**src/hw/rtl/ufd_pkg.sv**
```systemverilog
// Shared types and constants for the unpacked float divide unit.
`timescale 1ns / 1ps
package ufd_pkg;

  localparam int FracW  = 61;
  localparam int RemW   = 64;
  localparam int ExpInW = 12;
  localparam int ExpW   = 13;
  localparam int OutFracW = 62;
  localparam int Steps  = FracW;

  localparam logic [2:0] ClsZero   = 3'd2;
  localparam logic [2:0] ClsNumber = 3'd3;
  localparam logic [2:0] ClsInf    = 3'd4;

  localparam logic [7:0] GuardHalf = 8'h80;

  typedef struct packed {
    logic                   vld;
    logic                   special;
    logic                   dnan;
    logic [2:0]             cls;
    logic                   sign;
    logic signed [ExpW-1:0] exp;
    logic [RemW-1:0]        rem;
    logic [FracW-1:0]       den;
    logic [FracW-1:0]       quo;
  } ufd_item_t;

endpackage

```
**src/hw/rtl/ufd_div_step.sv**
```systemverilog
// One registered restoring division step of the quotient pipeline.
`timescale 1ns / 1ps
module ufd_div_step import ufd_pkg::*; (
  input  logic      clk_i,
  input  logic      rst_ni,
  input  logic      adv_i,
  input  ufd_item_t item_i,
  output ufd_item_t item_o
);

  ufd_item_t item_d, item_q;
  logic [RemW-1:0] den_ext;
  logic            ge;

  always_comb begin
    den_ext = {{(RemW-FracW){1'b0}}, item_i.den};
    ge      = item_i.rem >= den_ext;
    item_d  = item_i;
    if (!item_i.special) begin
      item_d.quo = {item_i.quo[FracW-2:0], ge};
      item_d.rem = (ge ? (item_i.rem - den_ext) : item_i.rem) << 1;
    end
  end

  always_ff @(posedge clk_i or negedge rst_ni) begin
    if (!rst_ni) begin
      item_q <= '0;
    end else if (adv_i) begin
      item_q <= item_d;
    end
  end

  assign item_o = item_q;

endmodule

```
**config.mk**
```make
export PLATFORM = sky130hd
export DESIGN_NAME = ufd_div_step
export DESIGN_NICKNAME = d
export VERILOG_FILES = /design/src/hw/rtl/ufd_pkg.sv /design/src/hw/rtl/ufd_div_step.sv
export SDC_FILE = /design/constraint.sdc
export NUM_CORES = 1
export LEC_CHECK = 0
export BUFFER_PORTS_ARGS = -buffer_cell sky130_fd_sc_hd__buf_2
export CORE_MARGIN = 2
export CORE_UTILIZATION = 25
export DETAILED_ROUTE_END_ITERATION = 8
export PLACE_DENSITY_LB_ADDON = 0.25
export SLEW_MARGIN = 20
export SYNTH_ARGS = -nofsm -noshare
export SYNTH_HDL_FRONTEND = slang
export SYNTH_SLANG_ARGS = --single-unit
```
**constraint.sdc**
```tcl
create_clock -name clk_i -period 0.9 [get_ports clk_i]
set_input_delay 0.18 -clock clk_i [delete_from_list [all_inputs] [get_ports clk_i]]
set_output_delay 0.18 -clock clk_i [all_outputs]
set_load 0.01 [all_outputs]
```
==> impl_metrics.yaml, run 1 <==
status:
  status: "complete, but fails checks"
  violations: "hold timing, setup timing"
critical_path:
  start_kind: "input pin"
  crit_type: "in -> reg"
  r2r_setup_slack_ns: -0.16
  end_kind: "flip-flop"
  crit_required_ns: 1.37
  arrival_ns: 3.02
  cp_max_fo: 5
power_and_ir_drop:
  power_density_nw_per_um2: 1470
  p_total_mw: 36.2
  p_leak_nw: 12.0
  ir_worst_vdd_v: 0.00149
final_layout:
  n_fill_cell: 4807
  areaGrowthSynthToFinish_pct: 88.3
  drive_above_1_share_pct: 50.1
  largest_reg_flops: 206
  stdcell_area_um2: 24600
  layout.nets: 2751
  layout_common_cells: "456 x buf_4, 321 x buf_2, 205 x dfrtp_1"
  mostFrequentLayoutCell: "buf_4"
timing:
  setup_tns_ns: -172.69
  drv_slew: 0
  rsz0062_at_grt: "yes"
  fin_ws_ns: -1.66
  fin_crit_ns: 2.56
  finClkSkew_ns: 0
  finalCritPeriodShare_pct: 284
  relSlewSlack_pct: 67.4
  tightest_slew_ns: 0.484
  whs_ns: -0.00509
  hold_viol_final: 1
  fmax_mhz: 391
  setup_viol: 277
clock_network:
  clock-sinks: 206
  cts-root-buf: "clkbuf_16"
  cts.reportedPaths.clkPinSlew_ns: 0.06
  clock_latency_ns: 0.57
  clock_path_buffers: 3
  cts_tree: "built"
  ctsHtreeMaxLevel: 1
  cts_made_buffers: 27
route:
  wl_per_cell_um: 17.5
  antenna_left: 0
  drt-initial-drc-count: 695
  drc: 0
  avgViaCountPerCell: 4.69
  finalWirelength_mm: 55.7
  dr.pass1.iters: 5
  vias: 14900
die:
  start_util_pct: 25.4
  pin_count: 415
  die_area_um2: 54100
  die_h_um: 233
  rows: 83
  core_um2: 51500
  die_w_um: 233
synthesis:
  ys_seq_elements: 206
  synth_edf_count: 0
  mappedNetlistNets: 1712
  synth.distinct_cells: 64
  synthesis.area_um2: 13100
  syn_inst: 1441
  synth_warnings: 0
  synthArstFlopShare_pct: 100
  ys.flop_type: "dfrtp_1"
  avgSynthCellArea_um2: 9.07
  synth_seq_area_share_pct: 39.4
placement:
  place.gp.congestion: 0.876
  place_area_um2: 19100
  pre_cts_slack_ns: -2.54
  dp_hpwl_mm: 39.6
  port-buffer-count: 414
grt:
  grt_pass1_wl_mm: 83.8
  grt_util_all_layers_pct: 19.5
  antenna_found_initial: 3
  overflow: 0
  grt_pass1_vias: 15200
  grt_max_degree: 51
min_path:
  hp-class: "in -> reg"
flow_run:
  drv_cap: 0
-- Yosys cell counts, drive strengths merged, types with 9 or more instances --
| cell type | instances | share of area [%] |
|---|---|---|
| nor3 | 12 | 0.46 |
| clkbuf | 80 | 2.3 |
| inv | 112 | 3.2 |
| ha | 61 | 5.8 |
| nand3 | 49 | 1.9 |
| o21ai | 102 | 3.9 |
| o21bai | 11 | 0.63 |
| mux2 | 81 | 7.0 |
| nand4 | 22 | 1.1 |
| o21a | 13 | 0.75 |
| a21o | 50 | 2.9 |
| o221ai | 32 | 2.1 |
| xnor2 | 34 | 2.3 |
| o22ai | 12 | 0.57 |
| o211ai | 10 | 0.57 |
| a21oi | 128 | 4.9 |
| nand2 | 112 | 3.2 |
| nor3b | 14 | 0.80 |
| buf | 16 | 0.51 |
| o311ai | 9 | 0.60 |
| xor2 | 25 | 1.7 |
| mux2i | 67 | 5.1 |
| dfrtp | 206 | 39 |
| nor2 | 99 | 2.8 |
-- stage by stage --
stage                     util [%]  cells
after CTS                     45.8   3119
after global routing          47.8   3182
final                         47.8   3184
after detailed placement      37.0   2813
after floorplan                  -   1441
after global placement        37.0   2813
-- per-layer routing --
metal,GRT usage [%],vias up,part of all wire (%)
li1,-,7246,-
met1,24.3,7166,42
met2,34.2,395,49
met3,3.11,113,5.2
met4,6.57,4,3.4
met5,0,-,0.047
-- worst paths after layout --
path,to,start,depth (start not counted)
worst max register to register,item_o[185],item_o[185],3
worst max-delay path,item_o[178],item_i[71],15
worst min register to register,item_o[193],item_o[193],1
worst min-delay path,item_o[167],adv_i,3
max in group asynchronous,item_o[135],rst_ni,3
min in group asynchronous,item_o[127],rst_ni,2
-- power by group --
| part | switching, mW | internal [mW] | leakage, nW |
|---|---|---|---|
| Sequential | 0.728 | 10.4 | 2.38 |
| Clock | 4.64 | 6.91 | 0.458 |
| Combinational | 6.22 | 7.38 | 9.11 |
| Total | 11.6 | 24.6 | 12.0 |
-- area by class of cell --
| cell class | instances | area, um^2 | share of cell area, % |
|---|---|---|---|
| Antenna cell | 3 | 7.51 | 0.0305 |
| Clock buffer | 37 | 773 | 3.14 |
| Clock inverter | 13 | 174 | 0.707 |
| Inverter | 113 | 439 | 1.78 |
| Multi-Input combinational cell | 1026 | 8370 | 34.0 |
| Sequential cell | 206 | 5160 | 21.0 |
| Tap cell | 680 | 851 | 3.46 |
| Timing Repair Buffer | 1106 | 8840 | 35.9 |
-- cells by family after synthesis --
group	synth area share, %
AOI/OAI and AO/OA	20.6
xor gates and xnor gates	3.95
adders and majority gates	5.99
buffers and inverters	6.05
DFF	39.4
muxes	12.1
and+or+nand+nor	11.8
-- worst max-delay path: stages --
cell and delay (ns):
buf_8 0.08, inv_4 0.03, ha_4 0.26, and4_4 0.23, nand4_1 0.13, buf_4 0.18
a2111oi_4 0.23, or3_4 0.21, a221oi_4 0.08, o31a_1 0.30, o31a_1 0.30, o211a_4 0.32
o31ai_4 0.27, xnor2_1 0.15, o21ai_1 0.07
-- repair_timing --
item	in CTS	in global routing
gates resized for setup	290	136
cloned	7	0
buffers inserted	72	70
pin swaps	69	49
setup endpoints to repair	270	279
hold buffers	177	0
hold endpoints to repair	379	0
(Power assumes the default switching activity.)
==> run 2: changes to the inputs <==
Settings changed: CTS_BUF_LIST set to sky130_fd_sc_hd__clkbuf_8.
==> impl_metrics.yaml, run 2 (synthesized netlist as in run 1, its figures left out) <==
status:
  status: "complete, but fails checks"
  violations: "setup timing"
grt:
  grt_pass1_vias: 15600
  grt_max_degree: 51
  grt_pass1_wl_mm: 84.5
  overflow: 0
  grt_util_all_layers_pct: 19.8
  antenna_found_initial: 4
clock_network:
  clock-sinks: 206
  cts_tree: "built"
  cts.reportedPaths.clkPinSlew_ns: 0.06
  cts-root-buf: "clkbuf_8"
  clock_latency_ns: 0.59
  ctsHtreeMaxLevel: 2
  cts_made_buffers: 42
  clock_path_buffers: 3
timing:
  relSlewSlack_pct: 70.0
  finalCritPeriodShare_pct: 283
  setup_viol: 275
  fin_ws_ns: -1.65
  finClkSkew_ns: 0
  drv_slew: 0
  fmax_mhz: 392
  fin_crit_ns: 2.55
  tightest_slew_ns: 0.446
  hold_viol_final: 0
  whs_ns: 0.0256
  rsz0062_at_grt: "yes"
route:
  finalWirelength_mm: 56.0
  drc: 0
  drt-initial-drc-count: 688
  antenna_left: 0
  dr.pass1.iters: 5
  wl_per_cell_um: 17.4
  avgViaCountPerCell: 4.70
  vias: 15100
placement:
  place_inst: 2813
  place.gp.congestion: 0.876
  port-buffer-count: 414
  place_area_um2: 19100
  dp_hpwl_mm: 39.6
final_layout:
  areaGrowthSynthToFinish_pct: 89.1
  n_fill_cell: 4815
  layout.nets: 2770
  stdcell_area_um2: 24700
  fin_cells: 3211
  drive_above_1_share_pct: 50.8
  layout_common_cells: "455 x buf_4, 321 x buf_2, 205 x dfrtp_1"
  mostFrequentLayoutCell: "buf_4"
  largest_reg_flops: 206
critical_path:
  r2r_setup_slack_ns: -0.17
  crit_required_ns: 1.39
  r2r_cells: 3
  critPathMaxStageDelay_ns: 0.33
  path_cells: "buf_8, inv_4, ha_4, and4_4, nand4_1, buf_4, a2111oi_4, or3_4, a221oi_4, o31a_1, o31a_1, o211a_4, o31ai_4, xnor2_1, o21ai_1"
  timing.rr.start: "item_o[185]"
  critPathSlowestCell: "o211a_4"
  start_kind: "input pin"
  arrival_ns: 3.04
  crit_type: "in -> reg"
  crit-reg2reg-capture: "item_o[185]"
  cp_max_fo: 5
  end_kind: "flip-flop"
  crit_top_cell: "o31a_1"
die:
  rows: 83
  die_area_um2: 54100
  core_um2: 51500
  die_w_um: 233
  pin_count: 415
  start_util_pct: 25.4
  die_h_um: 233
power_and_ir_drop:
  internal_power_mw: 23.4
  p_leak_nw: 12.1
  p_total_mw: 34.9
  p_comb_share_pct: 39.2
  ir_worst_vdd_v: 0.00107
  clockPowerShare_pct: 29.1
  power_density_nw_per_um2: 1410
  p_switching_mw: 11.5
  seqPwrFrac_pct: 31.7
  switching_share_pct: 33.0
flow_run:
  drv_cap: 0
min_path:
  hp-class: "in -> async"
-- run 2: repair_timing --
action / 4_1_cts / 5_1_grt
gates resized for setup: 270 / 167
setup endpoints to repair: 270 / 280
hold endpoints to repair: 388 / 0
pin swaps: 65 / 61
setup buffers: 72 / 69
cloned: 6 / 0
hold buffers: 184 / 0
-- run 2: layout make-up --
cell class                 instances  area (um^2)  share of cell area [%]
tap                              680          851                    3.44
clock inverter                    21          130                   0.527
timing repair buffer            1110         8900                    36.0
antenna                            2         5.00                  0.0203
sequential                       206         5160                    20.9
inverter                         113          439                    1.78
clock buffer                      53          729                    2.95
multi-input combinational       1026         8500                    34.4
-- run 2: worst max-delay path by stage --
stage | from | to | slack, ns | cells after the start
after detailed placement | item_i[75] | item_o[184] | -2.54 | 16
after floorplan | item_i[122] | item_o[185] | -1.94 | 14
final | item_i[71] | item_o[178] | -1.65 | 15
after global routing | item_i[71] | item_o[182] | -1.72 | 15
after CTS | item_i[71] | item_o[182] | -1.58 | 15
after global placement | item_i[75] | item_o[184] | -2.45 | 16
-- run 2: power groups by stage --
stage / logic (mW) / clock network, mW / registers (mW)
after floorplan: 4.74 / 0 / 11.6
final: 13.7 / 10.2 / 11.1
after detailed placement: 10.2 / 0 / 11.1
after global routing: 14.8 / 10.9 / 11.2
after global placement: 10.2 / 0 / 11.1
after CTS: 12.5 / 10.5 / 11.0
-- run 2: layer usage --
metal / vias up / wire [um] / share of wire, % / GRT usage [%]
li1: 7271 / - / - / -
met1: 7226 / 23400 / 42 / 24.2
met4: 4 / 2180 / 3.9 / 7.64
met2: 453 / 27400 / 49 / 34.2
met3: 134 / 2930 / 5.2 / 3.62
met5: - / 27 / 0.048 / 0
-- run 2: stage by stage --
| step | setup WS [ns] | setup TNS, ns | util (%) |
|---|---|---|---|
| after floorplan | -1.94 | -132.76 | - |
| after global placement | -2.45 | -171.21 | 37.0 |
| after detailed placement | -2.54 | -174.78 | 37.0 |
| after CTS | -1.58 | -186.62 | 45.7 |
| after global routing | -1.72 | -190.55 | 48.0 |
| final | -1.65 | -175.11 | 48.0 |
-- run 2: worst max-delay path, delay by kind of cell --
family                     cells  cell delay [ns]
and+or+nand+nor                3             0.58
buffers and inverters          3             0.29
AOI/OAI and AO/OA              7             1.58
xor gates and xnor gates       1             0.15
adders and majority gates      1             0.26
